File: config.mk
export PLATFORM = sky130hd
export DESIGN_NAME = odp_regs
export DESIGN_NICKNAME = d
export VERILOG_FILES = /design/src/rtl/core/odp_pkg.sv /design/src/rtl/core/odp_regs.sv
export SDC_FILE = /design/constraint.sdc
export NUM_CORES = 1
export LEC_CHECK = 0
export BUFFER_PORTS_ARGS = -buffer_cell sky130_fd_sc_hd__buf_2
export CAP_MARGIN = 5
export CORE_UTILIZATION = 25
export DETAILED_ROUTE_END_ITERATION = 16
export SLEW_MARGIN = 25
export SYNTH_ARGS = -nofsm -noshare
export SYNTH_HDL_FRONTEND = slang
export SYNTH_SLANG_ARGS = --single-unit
File: constraint.sdc
create_clock -name clk -period 2.3 [get_ports clk]
set_clock_uncertainty 0.2 [all_clocks]
set_input_delay 0 -clock clk [delete_from_list [all_inputs] [get_ports clk]]
set_output_delay 0 -clock clk [all_outputs]
set_load 0.05 [all_outputs]
File: src/rtl/core/odp_pkg.sv
// Shared types, constants and fixed-point helpers of the overdrive sample chain.
`timescale 1ns / 1ps
`default_nettype none
package odp_pkg;

  localparam int CHANNELS_DEF = 2;

  // Register indexes of the configuration port.
  localparam logic [2:0] REG_DRIVE = 3'd0;
  localparam logic [2:0] REG_LEVEL = 3'd1;
  localparam logic [2:0] REG_HPC   = 3'd2;
  localparam logic [2:0] REG_MIDC  = 3'd3;
  localparam logic [2:0] REG_TONEC = 3'd4;

  // Divider geometry: quotient bits, numerator and divisor widths.
  localparam int DIV_QW = 17;
  localparam int DIV_NW = 57;
  localparam int DIV_DW = 39;

  // Multiplier operand and product widths.
  localparam int MA_W = 26;
  localparam int MB_W = 25;
  localparam int MP_W = MA_W + MB_W;

  // Fixed-point constants in Q0.16 / Q8.16; K27 is scaled by 2^32.
  localparam logic signed [63:0] ONE_Q16  = 64'sd65536;
  localparam logic signed [63:0] CLIP_POS = 64'sd36045;
  localparam logic signed [63:0] CLIP_NEG = 64'sd27034;
  localparam logic signed [63:0] TANH_LIM = 64'sd196608;
  localparam logic signed [63:0] K27      = 64'sd115964116992;
  localparam logic signed [24:0] MIX_DRY  = 25'sd45875;
  localparam logic signed [24:0] MIX_MID  = 25'sd19661;
  localparam logic signed [24:0] TANH_SC  = 25'sd58982;

  typedef struct packed {
    logic [16:0] drive;
    logic [16:0] level;
    logic [15:0] hpc;
    logic [15:0] midc;
    logic [15:0] tonec;
  } cfg_t;

  typedef enum logic [4:0] {
    OP_NONE, OP_LOAD, OP_HP1_MUL, OP_HP1_ADD, OP_MID_MUL, OP_MID_ADD, OP_DRY,
    OP_WET_LO, OP_WET_HI, OP_WET_SUM, OP_GAIN_MUL, OP_GAIN, OP_CLIP_LOAD,
    OP_CLIP_END, OP_TONE_MUL, OP_TONE_ADD, OP_LVL_MUL, OP_LVL, OP_HP2_MUL,
    OP_HP2_ADD, OP_TS_MUL, OP_TS, OP_SQ, OP_NPREP, OP_NLO, OP_NHI, OP_NSUM,
    OP_FINISH
  } op_t;

  typedef enum logic [4:0] {
    S_IDLE, S_HP1_MUL, S_HP1_ADD, S_MID_MUL, S_MID_ADD, S_DRY, S_WET_LO,
    S_WET_HI, S_WET_SUM, S_GAIN_MUL, S_GAIN, S_CLIP_LOAD, S_CLIP_WAIT,
    S_CLIP_END, S_TONE_MUL, S_TONE_ADD, S_LVL_MUL, S_LVL, S_HP2_MUL,
    S_HP2_ADD, S_TS_MUL, S_TS, S_SQ, S_NPREP, S_NLO, S_NHI, S_NSUM,
    S_TANH_WAIT, S_FINISH
  } state_t;

  typedef struct packed {
    op_t op;
  } cmd_t;

  typedef struct packed {
    logic div_done;
  } status_t;

  // Saturate to the signed 24-bit range.
  function automatic logic signed [23:0] sat24(input logic signed [63:0] v);
    if (v > 64'sd8388607) return 24'sh7FFFFF;
    else if (v < -64'sd8388608) return 24'sh800000;
    else return v[23:0];
  endfunction

  // Round half up, then drop 16 fraction bits.
  function automatic logic signed [63:0] rnd16(input logic signed [63:0] v);
    return (v + 64'sd32768) >>> 16;
  endfunction

  // Round half up, then drop 32 fraction bits.
  function automatic logic signed [63:0] rnd32(input logic signed [63:0] v);
    return (v + 64'sd2147483648) >>> 32;
  endfunction

endpackage
`default_nettype wire

File: src/rtl/core/odp_regs.sv
// Configuration register file with clamping of drive and level.
`timescale 1ns / 1ps
`default_nettype none
module odp_regs (
  input  logic          clk,
  input  logic          rst_n,
  input  logic          cfg_we,
  input  logic [2:0]    cfg_index,
  input  logic [16:0]   cfg_wdata,
  output odp_pkg::cfg_t cfg
);

  odp_pkg::cfg_t cfg_r, cfg_nxt;
  logic [16:0]   v17;

  // Drive and level above unity are held at unity.
  assign v17 = (cfg_wdata > 17'd65536) ? 17'd65536 : cfg_wdata;

  always_comb begin
    cfg_nxt = cfg_r;
    if (cfg_we) begin
      case (cfg_index)
        odp_pkg::REG_DRIVE: cfg_nxt.drive = v17;
        odp_pkg::REG_LEVEL: cfg_nxt.level = v17;
        odp_pkg::REG_HPC:   cfg_nxt.hpc   = cfg_wdata[15:0];
        odp_pkg::REG_MIDC:  cfg_nxt.midc  = cfg_wdata[15:0];
        odp_pkg::REG_TONEC: cfg_nxt.tonec = cfg_wdata[15:0];
        default: ;
      endcase
    end
  end

  always_ff @(posedge clk) begin
    if (!rst_n) begin
      cfg_r.drive <= 17'd32768;
      cfg_r.level <= 17'd32768;
      cfg_r.hpc   <= 16'd65208;
      cfg_r.midc  <= 16'd6119;
      cfg_r.tonec <= 16'd22000;
    end else begin
      cfg_r <= cfg_nxt;
    end
  end

  assign cfg = cfg_r;

endmodule
`default_nettype wire

==> flow_summary.ini <==
[outcome]
outcome = completed

[floorplan]
dieHeight_um = 113
initial_utilization_pct = 25.7
dieWidth_um = 113
design.portCount = 105
floorplan.core_area_um2 = 12000
floorplan.rows = 40
design.die.area_um2 = 12800

[yosys]
syn_area_um2 = 3080
ys_warn_count = 0
synthTopCellsByCount = sky130_fd_sc_hd__nand2_1 (97), sky130_fd_sc_hd__dfxtp_1 (82), sky130_fd_sc_hd__nand3_1 (68), sky130_fd_sc_hd__a21boi_0 (17), sky130_fd_sc_hd__clkbuf_1 (17)
ys_ff_latch = 82
synth_top_area_share_pct = 53.3
syn-mean-instance-area_um2 = 8.73
synthTopCellsByArea = sky130_fd_sc_hd__dfxtp_1 (53%), sky130_fd_sc_hd__nand2_1 (12%), sky130_fd_sc_hd__nand3_1 (11%)
synth-async-reset-ratio_pct = 0
synth.largest_area_cell = sky130_fd_sc_hd__dfxtp_1
yosysSeqAreaShare_pct = 53.3
yosysUniqueCellTypes = 27
synth-edff-count = 0
synth_most_common_cell = sky130_fd_sc_hd__nand2_1
synth.net_count = 376
synth_top_flop_cell = sky130_fd_sc_hd__dfxtp_1
postSynthCellCount = 353

[power]
cellPowerDensity_nw_per_um2 = 804
power_frac_seq_pct = 43.2
internal-power_mw = 2.54
p_leak_nw = 1.85
pwr-share-comb_pct = 10.7
clock_power_share_pct = 46.1
worst_ir_drop_vdd_mv = 0.403
power.switching_fraction_pct = 25.5
switchingPower_mw = 0.867

[sta]
grt_setup_unrepaired = false
timing.max_slew.rel_slack_pct = 47.6
finalSetupTns_ns = 0
setup_viol = 0
fmaxAchievable_ghz = 0.622
actual_slew_at_the_worst_max_slew_pin_ns = 0.787
finalMaxSlewViolations = 0
final_period_minus_worst_setup_slack_ns = 1.61
hold_violations = 0
final.period_utilization_pct = 69.8
postLayoutSetupSlackWorst_ns = 0.694

[finish]
finish.utilization_pct = 35.3
max_reg_flops = 82
insertedDiodeCount = 0
ratio_of_cells_with_drive_above_1_in_the_final_layout_pct = 32.3
post_layout_nonfiller_instances = 617
area_growth_pct = 37.4
nets = 488
filler_cell_count = 1241

[clock_tree]
cts.repair_timing.setup_buffer_count = 0
clock_tree.root_cell = sky130_fd_sc_hd__clkbuf_16
cts.hold.buffers_added = 18
postCtsResizedCells = 0
numClockSinks = 82
worstSkewPairLatency_ns = 0.34
clock_pin_slew_on_the_worst_setup_and_hold_paths_ns = 0.06
cts-buffers-inserted = 9
cts-root-to-sink-buffers = 2
cts_tree = done
cts.htree.levels = 3

[worst_setup_path]
reg2reg_depth = 2
timing.critical_path.arrival_ns = 1.67
critPathRequiredTime_ns = 2.37
crit_path_start_kind = input pin
worst-setup-path-type = in2reg
critical_path_peak_fanout = 43
crit-reg2reg-launch = cfg[29]
startpoint = rst_n
timing.critical_path.to_type = register
timing.reg2reg.setup_slack_ns = 1.44
crit-reg2reg-capture = cfg[29]

[flow_run]
max-cap-violations = 0

[drt]
routed_via_density = 4.71
first_iter_violations = 199
detail_route.wl_per_cell_um = 15.6
sum_of_routed_wire_length_over_all_layers_mm = 9.63
drt.antenna.violating_nets = 0
drt_drc_violations_left = 0
routed-via-count = 2905
drt_first_pass_iters = 4

[place]
hpwlAfterDp_mm = 6.76
placement.setup.worst_slack_ns = 0.735
number_of_buffers_added_on_ports = 104
routabilityCongestion = 0.717
placed_cells_incl_taps = 583

[hold_path]
hp-class = in2reg
min_delay_path_depth = 5
hold_end = cfg[3]
hp-start = cfg_index[1]

[global_route]
grt_pass1_wl_mm = 15.3
grt_util_all_layers_pct = 16.0
grt_pass1_vias = 2784
antenna_found_initial = 0
largest_net_degree_at_the_start_of_global_routing = 44
grt.overflow.total = 0
-- through the flow --
stage	area [um2]	hold slack, ns	total power, mW
finish	4240	0.0445	3.40
global route	4240	0.0552	3.55
CTS	4240	0.0380	3.45
detailed placement	3730	0.101	1.84
global placement	3730	0.0884	1.84
floorplan	3080	-0.0760	1.73
-- area by class of cell --
type / count / area [um2] / share of cell area, %
clock buffers: 10 / 239 / 5.64
clock inverters: 6 / 88.8 / 2.10
inverters: 2 / 7.51 / 0.177
multi-input cells: 239 / 1290 / 30.5
flip-flops and latches: 82 / 1640 / 38.8
well taps: 147 / 184 / 4.34
repair buffers: 131 / 781 / 18.4
-- layout by cell type, fill, tap and decap left out, types with 3 or more instances in the layout --
master / Yosys / layout
sky130_fd_sc_hd__a21boi_0: 17 / 17
sky130_fd_sc_hd__buf_2: 7 / 104
sky130_fd_sc_hd__buf_4: 0 / 8
sky130_fd_sc_hd__clkbuf_16: 0 / 9
sky130_fd_sc_hd__dfxtp_1: 82 / 82
sky130_fd_sc_hd__dlygate4sd3_1: 0 / 18
sky130_fd_sc_hd__nand2_1: 97 / 97
sky130_fd_sc_hd__nand3_1: 68 / 68
sky130_fd_sc_hd__nand3_2: 5 / 5
sky130_fd_sc_hd__nand4bb_1: 3 / 3
sky130_fd_sc_hd__nor4_1: 4 / 4
sky130_fd_sc_hd__o21ai_0: 15 / 15
sky130_fd_sc_hd__o21ai_2: 15 / 15
-- power groups by stage --
stage                     Combinational (mW)  Sequential, mW  Clock [mW]
final                                  0.363            1.47        1.57
after global routing                   0.389            1.47        1.68
after CTS                              0.365            1.47        1.61
after detailed placement               0.341            1.50           0
after global placement                 0.336            1.50           0
after floorplan                        0.107            1.62           0
-- routing by layer --
layer / global-route usage (%) / routed length [um]
met1: 19.8 / 4380
met2: 25.5 / 4450
met3: 4.77 / 616
met4: 7.37 / 176
met5: 0 / 0
-- critical path: stages --
cell and delay (ns):
sky130_fd_sc_hd__dlygate4sd3_1 0.52, sky130_fd_sc_hd__buf_2 0.61, sky130_fd_sc_hd__buf_4 0.32, sky130_fd_sc_hd__a21boi_0 0.20
-- kinds of logic after synthesis --
| kind of cell | count (synthesis) | synth area share, % |
|---|---|---|
| and+or+nand+nor | 184 | 28.5 |
| buffers and inverters | 32 | 4.95 |
| muxes | 2 | 0.650 |
| AOI/OAI and AO/OA | 53 | 12.7 |
| DFF | 82 | 53.3 |
-- how the worst max path moves through the flow --
stage	end	slack (ns)
final	cfg[2]	0.69
after global routing	cfg[33]	0.56
after CTS	cfg[2]	0.70
after detailed placement	cfg[80]	0.73
after global placement	cfg[80]	0.75
after floorplan	cfg[75]	1.04
No activity file was read; power rests on OpenSTA's default activity.
