$ cat config.mk
export PLATFORM = sky130hd
export DESIGN_NAME = odp_ctrl
export DESIGN_NICKNAME = d
export VERILOG_FILES = /design/src/rtl/core/odp_pkg.sv /design/src/rtl/core/odp_ctrl.sv
export SDC_FILE = /design/constraint.sdc
export NUM_CORES = 1
export LEC_CHECK = 0
export BUFFER_PORTS_ARGS = -buffer_cell sky130_fd_sc_hd__buf_4
export CELL_PAD_IN_SITES_DETAIL_PLACEMENT = 0
export CELL_PAD_IN_SITES_GLOBAL_PLACEMENT = 1
export CORE_MARGIN = 4
export CORE_UTILIZATION = 32
export DETAILED_ROUTE_END_ITERATION = 16
export PLACE_DENSITY = 0.76
export SYNTH_ARGS = -nofsm -noshare
export SYNTH_HDL_FRONTEND = slang
export SYNTH_SLANG_ARGS = --single-unit
$ cat constraint.sdc
create_clock -name clk -period 1.52 [get_ports clk]
set_input_delay 0.076 -clock clk [delete_from_list [all_inputs] [get_ports clk]]
set_output_delay 0.076 -clock clk [all_outputs]
set_load 0.02 [all_outputs]
$ cat src/rtl/core/odp_pkg.sv
// Shared types, constants and fixed-point helpers of the overdrive sample chain.
`timescale 1ns / 1ps
`default_nettype none
package odp_pkg;

  localparam int CHANNELS_DEF = 2;

  // Register indexes of the configuration port.
  localparam logic [2:0] REG_DRIVE = 3'd0;
  localparam logic [2:0] REG_LEVEL = 3'd1;
  localparam logic [2:0] REG_HPC   = 3'd2;
  localparam logic [2:0] REG_MIDC  = 3'd3;
  localparam logic [2:0] REG_TONEC = 3'd4;

  // Divider geometry: quotient bits, numerator and divisor widths.
  localparam int DIV_QW = 17;
  localparam int DIV_NW = 57;
  localparam int DIV_DW = 39;

  // Multiplier operand and product widths.
  localparam int MA_W = 26;
  localparam int MB_W = 25;
  localparam int MP_W = MA_W + MB_W;

  // Fixed-point constants in Q0.16 / Q8.16; K27 is scaled by 2^32.
  localparam logic signed [63:0] ONE_Q16  = 64'sd65536;
  localparam logic signed [63:0] CLIP_POS = 64'sd36045;
  localparam logic signed [63:0] CLIP_NEG = 64'sd27034;
  localparam logic signed [63:0] TANH_LIM = 64'sd196608;
  localparam logic signed [63:0] K27      = 64'sd115964116992;
  localparam logic signed [24:0] MIX_DRY  = 25'sd45875;
  localparam logic signed [24:0] MIX_MID  = 25'sd19661;
  localparam logic signed [24:0] TANH_SC  = 25'sd58982;

  typedef struct packed {
    logic [16:0] drive;
    logic [16:0] level;
    logic [15:0] hpc;
    logic [15:0] midc;
    logic [15:0] tonec;
  } cfg_t;

  typedef enum logic [4:0] {
    OP_NONE, OP_LOAD, OP_HP1_MUL, OP_HP1_ADD, OP_MID_MUL, OP_MID_ADD, OP_DRY,
    OP_WET_LO, OP_WET_HI, OP_WET_SUM, OP_GAIN_MUL, OP_GAIN, OP_CLIP_LOAD,
    OP_CLIP_END, OP_TONE_MUL, OP_TONE_ADD, OP_LVL_MUL, OP_LVL, OP_HP2_MUL,
    OP_HP2_ADD, OP_TS_MUL, OP_TS, OP_SQ, OP_NPREP, OP_NLO, OP_NHI, OP_NSUM,
    OP_FINISH
  } op_t;

  typedef enum logic [4:0] {
    S_IDLE, S_HP1_MUL, S_HP1_ADD, S_MID_MUL, S_MID_ADD, S_DRY, S_WET_LO,
    S_WET_HI, S_WET_SUM, S_GAIN_MUL, S_GAIN, S_CLIP_LOAD, S_CLIP_WAIT,
    S_CLIP_END, S_TONE_MUL, S_TONE_ADD, S_LVL_MUL, S_LVL, S_HP2_MUL,
    S_HP2_ADD, S_TS_MUL, S_TS, S_SQ, S_NPREP, S_NLO, S_NHI, S_NSUM,
    S_TANH_WAIT, S_FINISH
  } state_t;

  typedef struct packed {
    op_t op;
  } cmd_t;

  typedef struct packed {
    logic div_done;
  } status_t;

  // Saturate to the signed 24-bit range.
  function automatic logic signed [23:0] sat24(input logic signed [63:0] v);
    if (v > 64'sd8388607) return 24'sh7FFFFF;
    else if (v < -64'sd8388608) return 24'sh800000;
    else return v[23:0];
  endfunction

  // Round half up, then drop 16 fraction bits.
  function automatic logic signed [63:0] rnd16(input logic signed [63:0] v);
    return (v + 64'sd32768) >>> 16;
  endfunction

  // Round half up, then drop 32 fraction bits.
  function automatic logic signed [63:0] rnd32(input logic signed [63:0] v);
    return (v + 64'sd2147483648) >>> 32;
  endfunction

endpackage
`default_nettype wire

$ cat src/rtl/core/odp_ctrl.sv
// Controller: sequences the datapath steps and runs the handshakes.
`timescale 1ns / 1ps
`default_nettype none
module odp_ctrl (
  input  logic             clk,
  input  logic             rst_n,
  input  logic             in_valid,
  output logic             in_ready,
  output logic             out_valid,
  input  logic             out_ready,
  input  odp_pkg::status_t status,
  output odp_pkg::cmd_t    cmd
);

  odp_pkg::state_t state_r, state_nxt;
  logic            out_valid_r, out_valid_nxt;

  always_ff @(posedge clk) begin
    if (!rst_n) begin
      state_r     <= odp_pkg::S_IDLE;
      out_valid_r <= 1'b0;
    end else begin
      state_r     <= state_nxt;
      out_valid_r <= out_valid_nxt;
    end
  end

  // Next state and command per step.
  always_comb begin
    state_nxt     = state_r;
    cmd.op        = odp_pkg::OP_NONE;
    out_valid_nxt = out_valid_r && !out_ready;
    case (state_r)
      odp_pkg::S_IDLE: begin
        if (in_valid) begin
          cmd.op    = odp_pkg::OP_LOAD;
          state_nxt = odp_pkg::S_HP1_MUL;
        end
      end
      odp_pkg::S_HP1_MUL:  begin cmd.op = odp_pkg::OP_HP1_MUL;  state_nxt = odp_pkg::S_HP1_ADD; end
      odp_pkg::S_HP1_ADD:  begin cmd.op = odp_pkg::OP_HP1_ADD;  state_nxt = odp_pkg::S_MID_MUL; end
      odp_pkg::S_MID_MUL:  begin cmd.op = odp_pkg::OP_MID_MUL;  state_nxt = odp_pkg::S_MID_ADD; end
      odp_pkg::S_MID_ADD:  begin cmd.op = odp_pkg::OP_MID_ADD;  state_nxt = odp_pkg::S_DRY; end
      odp_pkg::S_DRY:      begin cmd.op = odp_pkg::OP_DRY;      state_nxt = odp_pkg::S_WET_LO; end
      odp_pkg::S_WET_LO:   begin cmd.op = odp_pkg::OP_WET_LO;   state_nxt = odp_pkg::S_WET_HI; end
      odp_pkg::S_WET_HI:   begin cmd.op = odp_pkg::OP_WET_HI;   state_nxt = odp_pkg::S_WET_SUM; end
      odp_pkg::S_WET_SUM:  begin cmd.op = odp_pkg::OP_WET_SUM;  state_nxt = odp_pkg::S_GAIN_MUL; end
      odp_pkg::S_GAIN_MUL: begin cmd.op = odp_pkg::OP_GAIN_MUL; state_nxt = odp_pkg::S_GAIN; end
      odp_pkg::S_GAIN:     begin cmd.op = odp_pkg::OP_GAIN;     state_nxt = odp_pkg::S_CLIP_LOAD; end
      odp_pkg::S_CLIP_LOAD: begin
        cmd.op    = odp_pkg::OP_CLIP_LOAD;
        state_nxt = odp_pkg::S_CLIP_WAIT;
      end
      odp_pkg::S_CLIP_WAIT: begin
        if (status.div_done) state_nxt = odp_pkg::S_CLIP_END;
      end
      odp_pkg::S_CLIP_END: begin cmd.op = odp_pkg::OP_CLIP_END; state_nxt = odp_pkg::S_TONE_MUL; end
      odp_pkg::S_TONE_MUL: begin cmd.op = odp_pkg::OP_TONE_MUL; state_nxt = odp_pkg::S_TONE_ADD; end
      odp_pkg::S_TONE_ADD: begin cmd.op = odp_pkg::OP_TONE_ADD; state_nxt = odp_pkg::S_LVL_MUL; end
      odp_pkg::S_LVL_MUL:  begin cmd.op = odp_pkg::OP_LVL_MUL;  state_nxt = odp_pkg::S_LVL; end
      odp_pkg::S_LVL:      begin cmd.op = odp_pkg::OP_LVL;      state_nxt = odp_pkg::S_HP2_MUL; end
      odp_pkg::S_HP2_MUL:  begin cmd.op = odp_pkg::OP_HP2_MUL;  state_nxt = odp_pkg::S_HP2_ADD; end
      odp_pkg::S_HP2_ADD:  begin cmd.op = odp_pkg::OP_HP2_ADD;  state_nxt = odp_pkg::S_TS_MUL; end
      odp_pkg::S_TS_MUL:   begin cmd.op = odp_pkg::OP_TS_MUL;   state_nxt = odp_pkg::S_TS; end
      odp_pkg::S_TS:       begin cmd.op = odp_pkg::OP_TS;       state_nxt = odp_pkg::S_SQ; end
      odp_pkg::S_SQ:       begin cmd.op = odp_pkg::OP_SQ;       state_nxt = odp_pkg::S_NPREP; end
      odp_pkg::S_NPREP:    begin cmd.op = odp_pkg::OP_NPREP;    state_nxt = odp_pkg::S_NLO; end
      odp_pkg::S_NLO:      begin cmd.op = odp_pkg::OP_NLO;      state_nxt = odp_pkg::S_NHI; end
      odp_pkg::S_NHI:      begin cmd.op = odp_pkg::OP_NHI;      state_nxt = odp_pkg::S_NSUM; end
      odp_pkg::S_NSUM:     begin cmd.op = odp_pkg::OP_NSUM;     state_nxt = odp_pkg::S_TANH_WAIT; end
      odp_pkg::S_TANH_WAIT: begin
        if (status.div_done) state_nxt = odp_pkg::S_FINISH;
      end
      // The result register is loaded once the previous beat has left.
      odp_pkg::S_FINISH: begin
        if (!out_valid_r || out_ready) begin
          cmd.op        = odp_pkg::OP_FINISH;
          out_valid_nxt = 1'b1;
          state_nxt     = odp_pkg::S_IDLE;
        end
      end
      default: state_nxt = odp_pkg::S_IDLE;
    endcase
  end

  assign in_ready  = (state_r == odp_pkg::S_IDLE);
  assign out_valid = out_valid_r;

endmodule
`default_nettype wire

==> results.sh <==
export IMPL_ys_types=36
export IMPL_critPathKind="flop to flop"
export IMPL_drv_slew=0
export IMPL_setup_viol=5
export IMPL_required_ps=1650
export IMPL_start_util=0.344
export IMPL_synth_area_leaders="dfxtp_1 (23%), a21oi_1 (5.7%), nand2_1 (5.0%)"
export IMPL_worst_slack_ps=-180
export IMPL_core_um2=1540
export IMPL_endpoint_kind="flop"
export IMPL_cts_sinks=6
export IMPL_violations="negative setup slack"
export IMPL_use_met3=0.0153
export IMPL_layout_cells_non_filler=116
export IMPL_synth_commonest_cells="nand2_1 (7), a21oi_1 (6), clkbuf_1 (6), dfxtp_1 (6)"
export IMPL_synth_mux_area_frac=0.0189
export IMPL_numPortBuffers=11
export IMPL_hpwl_um=1090
export IMPL_placed_cells=104
export IMPL_cts_tree="done"
export IMPL_outcome="finished, violations left"
export IMPL_grtUsageMet2=0.250
export IMPL_gr_max_usage_layer="met2"
export IMPL_total_power_uw=836
export IMPL_worst_slew_pin_slew_ps=325
export IMPL_fin_nets=107
export IMPL_detail_route_first_pass_iterations=4
export IMPL_drive_gt1_frac=0.620
export IMPL_wl_um=1710
export IMPL_swShare=0.367
export IMPL_intPower_uw=529
export IMPL_synth_fp_nets=78
export IMPL_maxClockFrequency_mhz=588
export IMPL_die_area_um2=2370
export IMPL_synth_top_family_by_area="compound AO/OA/AOI/OAI gates"
export IMPL_combPwrFrac=0.601
export IMPL_grt_pass1_wl_um=2860
export IMPL_pin_count=12
export IMPL_nFillCells=123
export IMPL_grt_usage=0.146
export IMPL_synthCells=73
export IMPL_synth_compound_area_share=0.354
export IMPL_relSlewSlack=0.783
export IMPL_met1_usage=0.181
export IMPL_worstHoldPathType="primary input to flop"
export IMPL_netlist_area_um2=531
export IMPL_seqPwrFrac=0.223
export IMPL_yosysMostFrequentCell="nand2_1"
export IMPL_route_detailed_drc=0
export IMPL_area_growth_pct=76.7
export IMPL_arrival_ps=1830
export IMPL_synth_simple_area_share=0.330
export IMPL_postSynthAreaPerCell_um2=7.27
export IMPL_skew_ps=3.91
export IMPL_synth_top_cell_area_share=0.226
export IMPL_diodes=0
export IMPL_synth_xor_area_share=0
export IMPL_detail_route_vias_per_cell=5.80
export IMPL_dieWidth_um=48.7
export IMPL_yosysTopAreaCell="dfxtp_1"
export IMPL_post_route_period_util=1.12
export IMPL_fp_row_count=14
export IMPL_cts_root_buf="clkbuf_4"
export IMPL_peakVddDrop_uv=542
export IMPL_yosys_area_share_adder=0
export IMPL_power_density_nw_per_um2=892
export IMPL_routedWlPerCell_um=14.8
export IMPL_worstSetupStartpointType="flop"
export IMPL_postRouteAntennaNets=0
export IMPL_crit_path_max_fanout=5
export IMPL_clkLatencyLatePin_ps=240
export IMPL_period_minus_slack_ps=1700
export IMPL_clock_path_buffers=2
export IMPL_antenna_found_initial=0
export IMPL_path_clk_slew_ps=50
export IMPL_hold_viol=0
export IMPL_rsz0062_at_grt="yes"
export IMPL_cap_violations=0
export IMPL_pwr_share_clk=0.176
export IMPL_grt_pass1_vias=636
export IMPL_drtIter0Drc=11
export IMPL_power_leakage_nw=0.379
export IMPL_synth_seq_cells=6
export IMPL_grt_overflow=0
export IMPL_async_reset_ff_frac=0
export IMPL_htreeDepth=1
export IMPL_gp_congestion=0.826
export IMPL_num_vias=673
export IMPL_whs_ps=89.7
export IMPL_hold_buffers=0
export IMPL_power_switching_uw=307
export IMPL_yosysWarnings=0
export IMPL_dp_worst_setup_slack_ps=-146
export IMPL_synth_main_ff_cell="dfxtp_1"
export IMPL_synth_edf_count=0
export IMPL_numCtsBuffers=3
export IMPL_yosysSeqAreaShare=0.226
export IMPL_die_y_um=48.7
export IMPL_grt_max_degree=19
[cell type report]
type	instances	area, µm²	area share
multi-input combinational	59	477	0.509
inverter	1	3.75	0.00401
sequential	6	128	0.136
clock buffer	3	22.5	0.0240
timing repair buffer	31	287	0.306
tap	16	20.0	0.0214
[timing repair]
item                       in CTS  in global routing
gates resized for setup        16                 23
pin swaps                       4                  7
buffers inserted                5                  4
setup endpoints to repair       9                 10
[worst paths after layout]
check	slack, ps	cells after the start	from	to
setup / recovery	-180	5	state_r[0]$_SDFFE_PN0P_	state_r[2]$_SDFFE_PN0P_
hold / removal	90	2	rst_n	state_r[0]$_SDFFE_PN0P_
setup reg to reg	-180	5	state_r[0]$_SDFFE_PN0P_	state_r[2]$_SDFFE_PN0P_
hold reg to reg	550	2	out_valid$_SDFF_PN0_	out_valid$_SDFF_PN0_
[cells in the final DEF, fill, tap and decap left out, types with 2 or more instances in the layout]
cell	instances
buf_4	19
buf_6	11
a21oi_1	5
nand2_1	5
o21ai_0	3
nor2_1	3
clkbuf_4	3
dfxtp_2	3
nor3_2	2
and2_4	2
o21ai_1	2
o21a_1	2
nand2_2	2
nor2_2	2
a211oi_2	2
nor3_1	2
dfxtp_1	2
[critical path: stages (launching register included)]
cell and delay, ps:
dfxtp_2 320, or3_4 380, or4_4 460, o211ai_4 130, nor2_2 60, o221a_1 240
[logic make-up (layout without fill, tap and decap cells)]
kind of cell / count (synthesis) / in the layout
AND/OR/NAND/NOR: 31 / 31
multiplexers: 1 / 1
buffers and inverters: 8 / 35
flip-flops: 6 / 6
AO/OA/AOI/OAI: 27 / 27
[registers in the layout, summed over array words and instances, names as in the netlist]
signal and count:
out_valid 1, state_r 5
[through the flow]
step	instance area (µm²)	TNS, ps	utilization
finish	937	-393	0.608
global route	937	-886	0.608
CTS	811	-533	0.526
detailed placement	682	-334	0.442
global placement	682	-211	0.442
floorplan	532	-293	-
[metal layers]
metal | share of wire | up-vias | wire, µm
met4 | 0.0088 | 0 | 15
li1 | - | 332 | -
met2 | 0.50 | 27 | 856
met3 | 0.055 | 2 | 95
met1 | 0.43 | 312 | 745
met5 | 0 | - | 0
[power by group through the flow]
stage	sequential [mW]	clock (mW)	combinational, mW
after detailed placement	0.184	0	0.344
after global placement	0.183	0	0.342
after floorplan	0.181	0	0.221
final	0.186	0.147	0.503
after global routing	0.188	0.162	0.537
after CTS	0.185	0.152	0.419
(Power assumes the default switching activity.)
